### src/design/rlsp_pkg.sv
// Shared types and constants of the rate-limited stream packetizer.
package rlsp_pkg;

  localparam int PacketBytesDef = 150;
  localparam int BufferBytesDef = 16384;
  localparam int WindowSlotsDef = 128;

  localparam logic [1:0] KIND_APPEND   = 2'd0;
  localparam logic [1:0] KIND_SEND     = 2'd1;
  localparam logic [1:0] KIND_TRIM     = 2'd2;
  localparam logic [1:0] KIND_RESERVED = 2'd3;

  localparam logic [1:0] CFG_WINDOW  = 2'd0;
  localparam logic [1:0] CFG_BUDGET  = 2'd1;
  localparam logic [1:0] CFG_BACKLOG = 2'd2;

  localparam logic [2:0] STATUS_STORED = 3'd0;
  localparam logic [2:0] STATUS_LOST   = 3'd1;
  localparam logic [2:0] STATUS_WORD   = 3'd2;
  localparam logic [2:0] STATUS_NONE   = 3'd3;
  localparam logic [2:0] STATUS_TRIM   = 3'd4;

  localparam logic [39:0] WINDOW_RST  = 40'd2000000000;
  localparam logic [14:0] BUDGET_RST  = 15'd14000;
  localparam logic [14:0] BACKLOG_RST = 15'd7000;

  typedef struct packed {
    logic [1:0]  kind;
    logic [7:0]  data;
    logic [62:0] now;
  } item_t;

  typedef struct packed {
    logic [2:0]  status;
    logic [63:0] payload;
    logic [4:0]  word_number;
    logic        last_word;
    logic [31:0] sequence_num;
    logic [62:0] time_ns;
    logic [14:0] dropped;
    logic [14:0] backlog;
  } result_t;

endpackage

### src/design/rlsp_front.sv
// Front end: accepts items, discards unknown kinds, queues the rest.
module rlsp_front (
  input  logic                 clk_i,
  input  logic                 rst_ni,
  input  logic                 in_valid_i,
  output logic                 in_ready_o,
  input  logic [1:0]           kind_i,
  input  logic [7:0]           stream_byte_i,
  input  logic [62:0]          now_time_ns_i,
  output logic                 item_valid_o,
  output rlsp_pkg::item_t      item_o,
  input  logic                 item_pop_i
);
  import rlsp_pkg::*;

  item_t       fifo_q [2];
  logic        wptr_q, rptr_q;
  logic [1:0]  fill_q;
  logic        known;
  logic        push;

  assign known        = (kind_i == KIND_APPEND) || (kind_i == KIND_SEND) ||
                        (kind_i == KIND_TRIM);
  assign in_ready_o   = (fill_q != 2'd2);
  assign push         = in_valid_i && in_ready_o && known;
  assign item_valid_o = (fill_q != 2'd0);
  assign item_o       = fifo_q[rptr_q];

  always_ff @(posedge clk_i) begin
    if (push) begin
      fifo_q[wptr_q] <= '{kind: kind_i, data: stream_byte_i, now: now_time_ns_i};
    end
  end

  always_ff @(posedge clk_i or negedge rst_ni) begin
    if (!rst_ni) begin
      wptr_q <= 1'b0;
      rptr_q <= 1'b0;
      fill_q <= 2'd0;
    end else begin
      if (push) wptr_q <= ~wptr_q;
      if (item_pop_i) rptr_q <= ~rptr_q;
      fill_q <= fill_q + {1'b0, push} - {1'b0, item_pop_i};
    end
  end

endmodule

### config.mk
export PLATFORM = sky130hd
export DESIGN_NAME = rlsp_front
export DESIGN_NICKNAME = d
export VERILOG_FILES = /design/src/design/rlsp_pkg.sv /design/src/design/rlsp_front.sv
export SDC_FILE = /design/constraint.sdc
export NUM_CORES = 1
export LEC_CHECK = 0
export ABC_AREA = 1
export BUFFER_PORTS_ARGS = -buffer_cell sky130_fd_sc_hd__buf_2
export CAP_MARGIN = 10
export CORE_ASPECT_RATIO = 1.25
export CORE_MARGIN = 10
export CORE_UTILIZATION = 52
export CTS_CLUSTER_SIZE = 20
export DETAILED_ROUTE_END_ITERATION = 8
export MAX_ROUTING_LAYER = met4
export PLACE_DENSITY = 0.77
export SLEW_MARGIN = 20
export SYNTH_ARGS = -nofsm -noshare
export SYNTH_HDL_FRONTEND = slang
export SYNTH_SLANG_ARGS = --single-unit
### constraint.sdc
create_clock -name clk_i -period 5.8 [get_ports clk_i]
set_clock_uncertainty 0.2 [all_clocks]
set_input_delay 0.29 -clock clk_i [delete_from_list [all_inputs] [get_ports clk_i]]
set_output_delay 0.29 -clock clk_i [all_outputs]
set_load 0.02 [all_outputs]
==> results of run 1 <==
power groups by stage:
stage	clock [mW]	combinational [mW]	sequential, mW
global route	1.17	1.33	1.52
CTS	1.12	1.26	1.50
finish	1.10	1.25	1.50
global placement	0	1.20	1.51
detailed placement	0	1.22	1.52
floorplan	0	0.931	1.49
sequential cells by signal (all words and copies together) (netlist names):
register,flops
wptr_q,1
rptr_q,1
fifo_q,146
fill_q,2
cells by family after synthesis:
logic type	after synthesis	synth area share, %
adders and majority gates	1	0.218
xor gates and xnor gates	1	0.153
and+or+nand+nor	17	1.24
muxes	73	18.3
buffers and inverters	15	1.92
DFF	150	78.2
cells in the mapped netlist:
| library cell | n | area share (%) |
|---|---|---|
| edfxtp_1 | 146 | 76 |
| xor2_1 | 1 | 0.15 |
| mux2_2 | 13 | 2.6 |
| buf_2 | 1 | 0.087 |
| inv_1 | 7 | 0.46 |
| mux2_4 | 60 | 16 |
| nand2_1 | 12 | 0.79 |
| dfrtp_1 | 4 | 1.7 |
| nand4_1 | 2 | 0.22 |
| nor2_1 | 1 | 0.065 |
| nand3_1 | 2 | 0.17 |
| ha_1 | 1 | 0.22 |
| buf_6 | 7 | 1.4 |
per-stage QoR:
| stage | power, mW | area, um^2 | util [%] |
|---|---|---|---|
| after floorplan | 2.42 | 5730 | - |
| after global placement | 2.71 | 6610 | 61.9 |
| after detailed placement | 2.74 | 6610 | 61.9 |
| after CTS | 3.89 | 7970 | 74.7 |
| after global routing | 4.02 | 7980 | 74.8 |
| final | 3.85 | 7980 | 74.8 |
metal layers:
layer	vias up	routed length (um)	track usage, %
li1	1490	-	-
met1	1591	4210	15.4
met2	110	7150	29.7
met3	19	652	4.22
met4	0	209	7.74
met5	-	0	-
worst reg2reg max path: cells and delay by family, from the launching register on:
| family | cells | cell delay, ps |
|---|---|---|
| buffers and inverters | 1 | 590 |
| AND/OR/NAND/NOR | 3 | 1190 |
| flip-flops | 1 | 390 |
how the worst min path moves through the flow:
stage / endpoint / slack [ps] / cells past startpoint
3_3_place_gp: rptr_q / -100 / 1
6_report: wptr_q / 40 / 3
3_5_place_dp: fill_q[0] / -100 / 1
2_1_floorplan: fill_q[0] / -210 / 0
4_1_cts: wptr_q / 20 / 3
5_1_grt: wptr_q / 30 / 3
cell type report:
| type | count | area share, % |
|---|---|---|
| Antenna cell | 1 | 0.0314 |
| Clock buffer | 21 | 5.77 |
| Clock inverter | 11 | 1.85 |
| Inverter | 7 | 0.329 |
| Multi-Input combinational cell | 92 | 14.4 |
| Sequential cell | 150 | 56.3 |
| Tap cell | 132 | 2.07 |
| Timing Repair Buffer | 230 | 19.3 |
repair_timing:
action | in CTS | in global routing
setup buffers | 0 | 0
gates resized for setup | 0 | 0
endpoints found under the hold margin | 152 | 0
hold buffers | 76 | 0
==> results.toml, run 1 <==
[status]
status = "complete, no violations"

[floorplan]
core.rowCount = 42
floorplan.die.width_um = 114
core-area_um2 = 10700
fp.dieH_um = 137
dieArea_um2 = 15700
start_util_pct = 53.8
io_pins = 152

[sta]
rsz0062_at_grt = "no"
worst_slew_pin_slew_ps = 1020
hold-worst-slack_ps = 38.5
finalCriticalPeriod_ps = 2990
setup_viol = 0
slew_violations = 0
fin_setup_tns_ps = 0
max_freq_mhz = 334
period_share_pct = 51.6
finalWorstSetupSlack_ps = 2810
finalHoldViolCount = 0
slew-limit-headroom_pct = 31.6

[worst_setup_path]
crit_type = "reg2out"
cp.depth = 3
cp_cell_sequence = "buf_4 > mux2_2 > buf_2"
regToRegStartpoint = "fill_q[1]"
crit_end = "item_o[0]"
max_stage_delay_ps = 860
reg2reg_to = "fifo_q[1][6]"
cp-start-kind = "flop"
worstSetupStartpoint = "rptr_q"
rr_worst_depth = 4
cp_max_fo = 57
arrival_ps = 2500
rrSetupSlack_ps = 3040
crit_required_ps = 5310
critPathSlowestCell = "buf_4"
cp-end-kind = "output port"
cp_top_family = "buffers and inverters"
critical_path_buf_inv_count = 2

[detailed_routing]
dr.pass1.iters = 4
wirelength_mm = 12.2
vias_per_cell = 4.98
post-route-drc-count = 0
wl_per_cell_um = 19.0
drt-initial-drc-count = 134
antenna_left = 0
vias = 3210

[layout]
multiInputGateArea_um2 = 1150
num-fill-cells = 641
instances_no_fill = 644
syn_to_final_growth_pct = 39.1
final_common_cell = "buf_2"
mostFrequentLayoutCells = "buf_2, edfxtp_1, dlygate4sd3_1"
regArea_um2 = 4490
drive_above_1_share_pct = 50.9
nets = 576

[global_routing]
grt_use_total_pct = 16.2
grt_start_max_net_pins = 58
antenna_found_initial = 1
grt_pass1_vias = 3571
grt_pass1_wl_mm = 18.9
grt_remaining_overflow = 0

[worst_hold_path]
hold_class = "in2reg"
min_from = "in_valid_i"

[clocking]
insertion_delay_ps = 410
clkTransAtPathRegs_ps = 60
cts_tree = "built"
cts-root-buf = "clkbuf_16"
cts_sinks = 150
cts.htree.levels = 4
cts_buffers = 17
cts_buffer_depth = 2

[synthesis]
syn_nets = 335
yosysWarnings = 0
synthCells = 257
synth_cell_types = 13
seq_area_frac_synth_pct = 78.2
synth.avg_cell_area_um2 = 22.3
ys_seq_elements = 150
synth_area_um2 = 5730

[placement]
io_buffers = 151
dp_hpwl_mm = 7.63
dp_slack_ps = 3030
gp_congestion = 0.730
dp.cells = 535

[power_and_ir_drop]
pwr-share-clk_pct = 28.7
ir_drop_mv = 0.416
cellLeakagePower_nw = 3.24
swShare_pct = 30.5
p_int_mw = 2.67
p_per_area_nw_per_um2 = 483
switchingPower_mw = 1.17
comb_power_share_pct = 32.4
seq_power_share_pct = 38.9

[run]
drv_cap = 0
Note: power is estimated with default switching activity, not from simulation.
==> inputs of run 2 (changes only) <==
- clock period: 5.8 -> 3.1 ns (I/O delays scaled with it)
==> results.toml, run 2 (synthesized netlist as in run 1, its figures left out) <==
[detailed_routing]
post-route-drc-count = 0
antenna_left = 0
vias = 3144
dr.pass1.iters = 5
wirelength_mm = 11.8
drt-initial-drc-count = 156
vias_per_cell = 4.89
wl_per_cell_um = 18.4

[sta]
worst_slew_pin_slew_ps = 715
finalCriticalPeriod_ps = 2580
finalHoldViolCount = 0
slew_violations = 0
max_freq_mhz = 388
setup_viol = 0
rsz0062_at_grt = "no"
period_share_pct = 83.2
slew-limit-headroom_pct = 52.4
fin_setup_tns_ps = 0

[global_routing]
grt_use_total_pct = 15.4
grt_pass1_vias = 3481
grt_start_max_net_pins = 74
grt_pass1_wl_mm = 18.0
grt_remaining_overflow = 0
antenna_found_initial = 0

[layout]
mostFrequentLayoutCells = "buf_2, edfxtp_1, dlygate4sd3_1"
largest_reg_flops = 146
stdcell_area_um2 = 7970
largestRegisters = "fifo_q x146, fill_q x2"
diodes = 0
regMostFlops = "fifo_q"
nets = 579
syn_to_final_growth_pct = 39.0
final_common_cell = "buf_2"
drive_above_1_share_pct = 50.7

[worst_setup_path]
cp-end-kind = "output port"
regToRegStartpoint = "fill_q[0]"
arrival_ps = 2220
rr_worst_depth = 5
crit_required_ps = 2740
max_stage_delay_ps = 900
cp_top_family = "flip-flops"
cp_max_fo = 40
rrSetupSlack_ps = 1110
critPathSlowestCell = "dfrtp_4"
reg2reg_to = "fifo_q[0][23]"
cp-start-kind = "flop"
critical_path_buf_inv_count = 2
crit_type = "reg2out"
cp_cell_sequence = "buf_4 > mux2_2 > buf_2"

[clocking]
ctsHoldBuffers = 77
cts_buffers = 17
clkTransAtPathRegs_ps = 50
insertion_delay_ps = 390
cts-root-buf = "clkbuf_16"
cts_buffer_depth = 2
post-cts-setup-buffers = 0
post_cts_resized = 0
cts_tree = "built"
cts_sinks = 150
cts.htree.levels = 4

[placement]
dp_hpwl_mm = 7.81
place_area_um2 = 6660
io_buffers = 151
gp_congestion = 0.742

[floorplan]
start_util_pct = 53.8
io_pins = 152
fp.dieH_um = 137
dieArea_um2 = 15700
floorplan.die.width_um = 114
core-area_um2 = 10700
core.rowCount = 42

[power_and_ir_drop]
ir_drop_mv = 0.518
p_per_area_nw_per_um2 = 881
cellLeakagePower_nw = 3.24
total_power_mw = 7.02

[run]
drv_cap = 0

[worst_hold_path]
min_to = "fifo_q[1][59]"
min_from = "now_time_ns_i[59]"
hold_class = "in2reg"
whs_path_depth = 2

[status]
status = "complete, no violations"
run 2: changes by cell type in the layout (fill, tap and decap cells not counted), moves of 2 or more:
cell | previous run | this run
inv_6 | 2 | 0
buf_12 | 0 | 3
clkbuf_8 | 2 | 0
clkinv_2 | 2 | 6
clkinv_1 | 0 | 2
clkbuf_1 | 2 | 0
run 2: final cells by class:
cell class | instances | area [um^2]
multi-input combinational | 92 | 1150
timing repair buffer | 233 | 1600
inverter | 7 | 27.5
clock inverter | 12 | 115
tap | 132 | 165
sequential | 150 | 4490
clock buffer | 17 | 425
fill | 600 | 2700
run 2: stage by stage:
step	util, %	std cells	worst slack [ps]	hold WS (ps)
2_1_floorplan	-	257	301	-341
3_3_place_gp	62.4	537	964	-234
3_5_place_dp	62.4	537	927	-230
4_1_cts	74.7	643	487	259
5_1_grt	74.7	643	424	274
6_report	74.7	643	522	281
run 2: power by group:
group          total [mW]  internal (mW)  switching (mW)
Combinational        2.29           1.07            1.22
Clock                1.85           1.15           0.700
Sequential           2.88           2.65           0.224
run 2: how the worst max path moves through the flow:
stage                     startpoint           end  slack (ps)  depth (start not counted)
final                         rptr_q    item_o[72]         520                          3
after global routing          rptr_q    item_o[72]         420                          3
after CTS                     rptr_q    item_o[72]         490                          3
after detailed placement      rptr_q    item_o[72]         930                          3
after global placement        rptr_q    item_o[72]         960                          3
after floorplan            fill_q[1]  fifo_q[0][0]         300                          3
run 2: routing by layer:
layer | vias to the layer above | global-route usage, % | part of all wire, %
met1 | 1551 | 15.5 | 37
met3 | 6 | 4.48 | 5.9
li1 | 1487 | - | -
met5 | - | - | 0
met4 | 0 | 5.93 | 0.91
met2 | 100 | 27.7 | 56
==> inputs of run 3 (changes only) <==
- ABC_AREA: 1 -> 0
- CORE_UTILIZATION: 52 -> 47
- PLACE_DENSITY: 0.77 -> 0.73
- clock period: 3.1 -> 2.3 ns (I/O delays scaled with it)
==> results.toml, run 3 <==
[global_routing]
grt_pass1_vias = 3530
grt_start_max_net_pins = 39
antenna_found_initial = 2
grt_pass1_wl_mm = 18.6
grt_use_total_pct = 14.6
use_met3_pct = 4.15
grt.busiest_layer = "met2"
grtUsageMet2_pct = 25.8
grt_use_met1_pct = 14.6
grt_remaining_overflow = 0

[power_and_ir_drop]
ir_drop_mv = 0.819
p_per_area_nw_per_um2 = 1210
p_int_mw = 6.90
cellLeakagePower_nw = 3.25
comb_power_share_pct = 33.5
switchingPower_mw = 2.95
seq_power_share_pct = 38.7
swShare_pct = 29.9
pwr-share-clk_pct = 27.8

[layout]
regArea_um2 = 4490
regMostFlops = "fifo_q"
largest_reg_flops = 146
largestRegisters = "fifo_q x146, fill_q x2"
final_common_cell = "buf_2"
multiInputGateArea_um2 = 1170
mostFrequentLayoutCells = "buf_2, edfxtp_1, dlygate4sd3_1"
fin_util_pct = 67.5
stdcell_area_um2 = 8140
nets = 571
num-fill-cells = 829
drive_above_1_share_pct = 52.4
syn_to_final_growth_pct = 42.4

[sta]
rsz0062_at_grt = "no"
max_freq_mhz = 466
slew_violations = 0
worst_slew_pin_slew_ps = 467
setup_viol = 0
period_share_pct = 93.4
finalHoldViolCount = 0
slew-limit-headroom_pct = 68.9
finalCriticalPeriod_ps = 2150

[worst_setup_path]
max_stage_delay_ps = 670
cp-start-kind = "flop"
rrSetupSlack_ps = 480
regToRegStartpoint = "fill_q[1]"
rr_worst_depth = 4
cp-end-kind = "output port"
cp_max_fo = 21
critPathSlowestCell = "dfrtp_4"
reg2reg_to = "fifo_q[0][6]"
arrival_ps = 1830
crit_type = "reg2out"
crit_required_ps = 1990
cp_cell_sequence = "buf_12 > mux2_2 > buf_2"

[floorplan]
core.rowCount = 45
fp.dieH_um = 143
core-area_um2 = 12000
start_util_pct = 47.4
dieArea_um2 = 17000
io_pins = 152
floorplan.die.width_um = 119

[clocking]
cts_buffers = 17
cts.htree.levels = 4
cts_sinks = 150
cts_buffer_depth = 2
post-cts-setup-buffers = 0
cts_tree = "built"
insertion_delay_ps = 410
clkTransAtPathRegs_ps = 60
cts-root-buf = "clkbuf_16"

[detailed_routing]
vias_per_cell = 4.65
wirelength_mm = 12.0
drt-initial-drc-count = 111
antenna_left = 0
dr.pass1.iters = 4
vias = 3124
post-route-drc-count = 0
wl_per_cell_um = 17.9

[synthesis]
synthCells = 246
synth_cell_types = 16
async_flop_share_pct = 2.67
yosysWarnings = 0
synthFlopType = "edfxtp_1"
syn_nets = 324
yosys.area.top_type_share_pct = 76.7
netlist.top_cell.by_area = "edfxtp_1"
yosys-top-cells-area = "edfxtp_1, mux2_4, mux2_2, dfrtp_1, buf_6"
synth-edff-count = 146
yosys-top-cells-count = "edfxtp_1, mux2_4, mux2_2, buf_6"
seq_area_frac_synth_pct = 78.5
synth_area_um2 = 5710
yosysMostFrequentCell = "edfxtp_1"
synth.avg_cell_area_um2 = 23.2
ys_seq_elements = 150

[placement]
dp_hpwl_mm = 8.00
io_buffers = 151
place_area_um2 = 6770
gp_congestion = 0.682

[worst_hold_path]
whs_path_depth = 2
hold_class = "in2reg"
min_to = "fifo_q[1][64]"
min_from = "stream_byte_i[1]"

[status]
status = "complete, no violations"

[run]
drv_cap = 0
-- run 3: worst max path at each step --
stage                     cells past startpoint  slack, ps       from      endpoint
after global routing                          3         70     rptr_q    item_o[33]
after global placement                        4        540  fill_q[1]  fifo_q[0][4]
final                                         3        150     rptr_q     item_o[1]
after detailed placement                      4        480  fill_q[1]  fifo_q[0][4]
after floorplan                               3        -90  fill_q[1]  fifo_q[0][0]
after CTS                                     3        120     rptr_q     item_o[3]
-- run 3: area by class of cell --
cell class                      instances  share of cell area (%)
Sequential cell                       150                    55.2
Timing Repair Buffer                  236                    20.4
Multi-Input combinational cell         86                    14.4
Clock buffer                           24                    5.80
Tap cell                              164                    2.52
Clock inverter                          8                    1.51
Inverter                                2                  0.0923
Antenna cell                            2                  0.0615
-- run 3: per-stage QoR --
step / power [mW] / setup TNS [ps] / instances / hold WS, ps / setup slack [ps]
after floorplan: 6.14 / -11630 / 246 / -381 / -90.6
after global placement: 7.07 / 0 / 561 / -269 / 538
after detailed placement: 7.13 / 0 / 561 / -267 / 478
after CTS: 10.0 / 0 / 670 / 211 / 121
after global routing: 10.3 / 0 / 672 / 228 / 72.9
final: 9.85 / 0 / 672 / 225 / 152
-- run 3: cell families (layout without fill, tap and decap cells) --
family / Yosys count / count (layout) / share of synthesized area, %
simple gates: 6 / 6 / 0.504
other cells: 0 / 2 / 0
xor+xnor: 5 / 5 / 0.766
flops: 150 / 150 / 78.5
fa+ha+maj: 1 / 1 / 0.219
compound gates: 1 / 1 / 0.110
buf+inv: 10 / 270 / 1.60
mux: 73 / 73 / 18.3
-- run 3: worst max-delay path, delay by kind of cell (launching register included) --
kind	cells	cell delay (ps)
DFF	1	670
buffers and inverters	2	400
muxes	1	350
-- run 3: power groups by stage --
stage / combinational (mW) / clock (mW) / sequential [mW]
floorplan: 2.40 / 0 / 3.75
global placement: 3.22 / 0 / 3.85
detailed placement: 3.26 / 0 / 3.88
CTS: 3.37 / 2.81 / 3.82
global route: 3.49 / 2.91 / 3.87
finish: 3.30 / 2.74 / 3.82
-- run 3: what timing repair did --
item                                   CTS  global route
setup endpoints to repair                0             0
endpoints found under the hold margin  154             0
gates resized for setup                  0             0
hold buffers                            77             0
-- run 3: metal layers --
layer | wire length, um | share of wire (%)
met1 | 4360 | 36
met2 | 6810 | 57
met4 | 234 | 1.9
met3 | 598 | 5.0
met5 | 0 | 0
